===== src/rtl/core/sdu_pkg.sv =====
// Shared types, constants and helpers for the source direction unit vector block.
// No dependencies.
package sdu_pkg;

  localparam int CORDIC_STAGES_DEF = 30;
  localparam int ANGLE_W = 34;

  localparam logic [31:0] EPOCH_RESET = 32'd1689534464;
  localparam logic signed [32:0] J2000_MJD_Q15 = 33'sd1689010176;
  localparam logic signed [57:0] RECIP_YEAR_Q32 = 58'sd11758980;
  localparam logic [31:0] ARCSEC_MICRO_Q69 = 32'd2861834848;
  localparam logic signed [65:0] FOUR_OVER_PI_Q30 = 66'sd1367130551;
  localparam logic signed [63:0] PI_Q31 = 64'sd6746518852;
  localparam logic signed [63:0] PI4_Q62 = 64'sh3243F6A8885A308D;
  localparam logic signed [52:0] GAIN_Q50 = 53'sd683706022956410;
  localparam logic signed [31:0] ONE_Q30 = 32'sd1073741824;

  typedef struct packed {
    logic signed [31:0] right_ascension;
    logic signed [31:0] declination;
    logic signed [31:0] ra_rate;
    logic signed [31:0] dec_motion;
  } req_t;

  typedef struct packed {
    logic signed [31:0] unit_x;
    logic signed [31:0] unit_y;
    logic signed [31:0] unit_z;
  } rsp_t;

  typedef struct packed {
    logic [1:0] count;
    logic       full;
  } ob_status_t;

  // atan(2^-i) in Q62; elaboration-time only
  function automatic logic signed [63:0] atan_q62(input int i);
    logic signed [63:0] sum;
    logic signed [63:0] term;
    int k;
    sum = '0;
    if (i == 0) begin
      sum = PI4_Q62;
    end else begin
      for (k = 0; k < 32; k++) begin
        if (i * (2 * k + 1) < 63) begin
          term = ((64'sd1 <<< 62) >>> (i * (2 * k + 1))) / 64'(2 * k + 1);
          sum = (k % 2 == 1) ? sum - term : sum + term;
        end
      end
    end
    return sum;
  endfunction

  // saturate to +-1.0 in Q30
  function automatic logic signed [31:0] sat_q30(input logic signed [65:0] v);
    logic signed [65:0] lim;
    lim = 66'(ONE_Q30);
    if (v > lim) return ONE_Q30;
    if (v < -lim) return -ONE_Q30;
    return v[31:0];
  endfunction

endpackage


===== src/rtl/core/sdu_outbuf.sv =====
// Two-entry output buffer that decouples the pipeline from the receiver.
// Depends on sdu_pkg.
module sdu_outbuf (
  input  logic                clk,
  input  logic                rst,
  input  logic                push,
  input  sdu_pkg::rsp_t       din,
  output logic                valid,
  input  logic                ready,
  output sdu_pkg::rsp_t       dout,
  output sdu_pkg::ob_status_t status
);

  sdu_pkg::rsp_t mem [2];
  logic       wp;
  logic       rp;
  logic [1:0] count;
  logic       pop;

  assign pop = valid & ready;

  always_ff @(posedge clk) begin
    if (rst) begin
      wp    <= 1'b0;
      rp    <= 1'b0;
      count <= '0;
    end else begin
      if (push) wp <= ~wp;
      if (pop) rp <= ~rp;
      count <= count + 2'(push) - 2'(pop);
    end
  end

  always_ff @(posedge clk) begin
    if (push) mem[wp] <= din;
  end

  assign valid        = count != 2'd0;
  assign dout         = mem[rp];
  assign status.count = count;
  assign status.full  = count == 2'd2;

endmodule


===== config.mk =====
export PLATFORM = sky130hd
export DESIGN_NAME = sdu_outbuf
export DESIGN_NICKNAME = d
export VERILOG_FILES = /design/src/rtl/core/sdu_pkg.sv /design/src/rtl/core/sdu_outbuf.sv
export SDC_FILE = /design/constraint.sdc
export NUM_CORES = 1
export LEC_CHECK = 0
export ABC_AREA = 1
export ABC_CLOCK_PERIOD_IN_PS = 6530
export BUFFER_PORTS_ARGS = -buffer_cell sky130_fd_sc_hd__buf_2
export CORE_ASPECT_RATIO = 0.75
export CORE_MARGIN = 5
export CORE_UTILIZATION = 50
export CTS_CLUSTER_SIZE = 14
export DETAILED_ROUTE_END_ITERATION = 8
export PLACE_DENSITY = 0.77
export SYNTH_ARGS = -nofsm -noshare
export SYNTH_HDL_FRONTEND = slang
export SYNTH_SLANG_ARGS = --single-unit

===== constraint.sdc =====
create_clock -name clk -period 6.53 [get_ports clk]
set_input_delay 1.306 -clock clk [delete_from_list [all_inputs] [get_ports clk]]
set_output_delay 1.306 -clock clk [all_outputs]
set_load 0.005 [all_outputs]

==> impl_metrics.json <==
{
  "status": "finished clean",
  "dp_cells": 726,
  "hold_class": "reg2reg",
  "period_needed_ps": 3860,
  "skew_ps": 6.11,
  "core_area_sq_um": 14500,
  "p_sw_share_pct": 22.1,
  "clk_path_buf_depth": 2,
  "drv_slew": 0,
  "ys_ff_latch": 197,
  "place_ws_ps": 2940,
  "path_cells": "buf_4 -> mux2_2 -> buf_2",
  "cts_setup_buffers": 0,
  "max_slew_margin_pct": 25.2,
  "netlist.area_leader.share_pct": 78.3,
  "p_leak_nw": 3.55,
  "cp_max_fo": 75,
  "intPower_mw": 2.49,
  "postSynthAreaPerCell_sq_um": 22.0,
  "place.gp.congestion": 0.791,
  "viasPerCell": 4.94,
  "maxCapViolCount": 0,
  "die-area_sq_um": 17300,
  "crit_required_ps": 5220,
  "grt.overflow.total": 0,
  "drt_pass1_iterations": 4,
  "layout_setup_ws_ps": 2670,
  "hpwl_mm": 8.99,
  "core.rowCount": 38,
  "fin_tns_setup_ps": 0,
  "die_h_microns": 115,
  "layout-drive-gt1-share_pct": 58.6,
  "crit_buf_inv": 2,
  "crit_arrival_ps": 2550,
  "seqPwrFrac_pct": 48.6,
  "r2r_slack_ps": 4120,
  "slowest_delay_ps": 1100,
  "hold_ws_ps": 553,
  "rsz0062_at_grt": "no",
  "grt_pass1_wl_mm": 20.4,
  "syn_nets": 437,
  "die_w_microns": 150,
  "ys_seq_area_share_pct": 79.6,
  "num_vias": 3751,
  "antenna_found_initial": 3,
  "synth_top_area_cell": "edfxtp_1",
  "post_drt_wl_per_cell_microns": 17.9,
  "syn_inst": 335,
  "switchingPower_uw": 705,
  "worst_slew_pin_slew_ps": 1120,
  "worst_setup_path_start_kind": "flop",
  "stdcell_count": 759,
  "io_buffer_count": 199,
  "start_util_pct": 51.0,
  "layout_common_cells": "buf_2, edfxtp_1, mux2_2, mux2_4, clkbuf_16",
  "synth.distinct_cells": 15,
  "drt_wl_total_mm": 13.6,
  "ioPinCount": 200,
  "cts_made_buffers": 17,
  "cp_top_family": "flip-flops",
  "peakVddDrop_uv": 277,
  "clock_latency_ps": 420,
  "grt_use_total_pct": 15.9,
  "clkTransAtPathRegs_ps": 60,
  "final-hold-violation-count": 0,
  "num-nets-final": 647,
  "area_growth_syn_to_layout_pct": 24.5,
  "final_common_cell": "buf_2",
  "netlist_top_cells_area": "edfxtp_1, mux2_2, mux2_4",
  "drc": 0,
  "clockPowerShare_pct": 35.5,
  "combPwrFrac_pct": 15.9,
  "grt_pass1_vias": 3957,
  "p_per_area_nw_per_um2": 348,
  "syn_area_sq_um": 7370,
  "cts_tree": "built",
  "yosysWarnings": 0,
  "cp_slowest_cell": "dfxtp_4",
  "cts_root_buf": "clkbuf_16",
  "setup_viol": 0,
  "critical_path_class": "reg2out",
  "grt_max_degree": 76,
  "htreeDepth": 4,
  "endpoint_kind": "primary output",
  "max_freq_mhz": 259,
  "initialDrtViolationCount": 227,
  "cts.sinks": 197,
  "ctsHoldBuffers": 0,
  "min_period_over_period_pct": 59.1,
  "final_antenna_net_count": 0,
  "post_cts_resized": 0
}
-- stage by stage --
step                power [mW]  instance area (sq um)  utilization [%]
global placement          2.07                   8520             58.9
finish                    3.19                   9170             63.4
detailed placement        2.09                   8520             58.9
global route              3.33                   9170             63.4
floorplan                 1.90                   7370                -
CTS                       3.22                   9170             63.4
-- final cells by class --
class | count | area, sq um
clock inverters | 10 | 205
repair buffers | 202 | 1020
multi-input cells | 118 | 1340
diodes | 1 | 2.50
well taps | 200 | 250
clock buffers | 22 | 444
inverters | 9 | 36.3
flip-flops and latches | 197 | 5870
fillers | 1052 | 5280
-- worst register-to-register path: cells and delay by family (launching register included) --
kind | cells | cell delay (ps)
AND/OR/NAND/NOR | 1 | 830
buffers and inverters | 1 | 820
flip-flops | 1 | 350
-- path summary, 6_finish.rpt --
check,start,cells after the start,end
hold reg to reg,wp,2,wp
setup / recovery,flop,3,dout[3]
setup reg to reg,wp,2,mem[0][32]
hold / removal,wp,2,wp
-- flip-flops by register name, indices dropped and copies added (netlist names), named ones only --
name / count
mem: 192
wp: 1
count: 2
rp: 1
-- Yosys cell counts --
| master | instances |
|---|---|
| buf_12 | 4 |
| nand2_1 | 6 |
| mux2_2 | 56 |
| nor2_1 | 10 |
| nand3_1 | 2 |
| nor3_1 | 1 |
| a21oi_1 | 1 |
| edfxtp_1 | 192 |
| mux2_4 | 40 |
| buf_6 | 1 |
| buf_2 | 5 |
| buf_8 | 1 |
| dfxtp_1 | 5 |
| ha_1 | 2 |
| inv_1 | 9 |
-- routing by layer --
layer | GRT usage [%] | routed length (microns)
met1 | 19.9 | 5630
met3 | 6.15 | 1390
met5 | 0 | 7
met4 | 6.40 | 220
met2 | 25.1 | 6330
-- logic make-up after synthesis --
group,share of synthesized area [%]
compound gates,0.0679
fa+ha+maj,0.340
buf+inv,2.24
flops,79.6
mux,16.7
simple gates,1.02
-- power groups by stage --
stage                     combinational [mW]  sequential [mW]  clock [mW]
after global placement                 0.496             1.57           0
after detailed placement               0.510             1.58           0
after global routing                   0.546             1.56        1.22
final                                  0.507             1.55        1.13
after floorplan                        0.379             1.52           0
after CTS                              0.516             1.55        1.15
No activity file was read; power rests on OpenSTA's default activity.
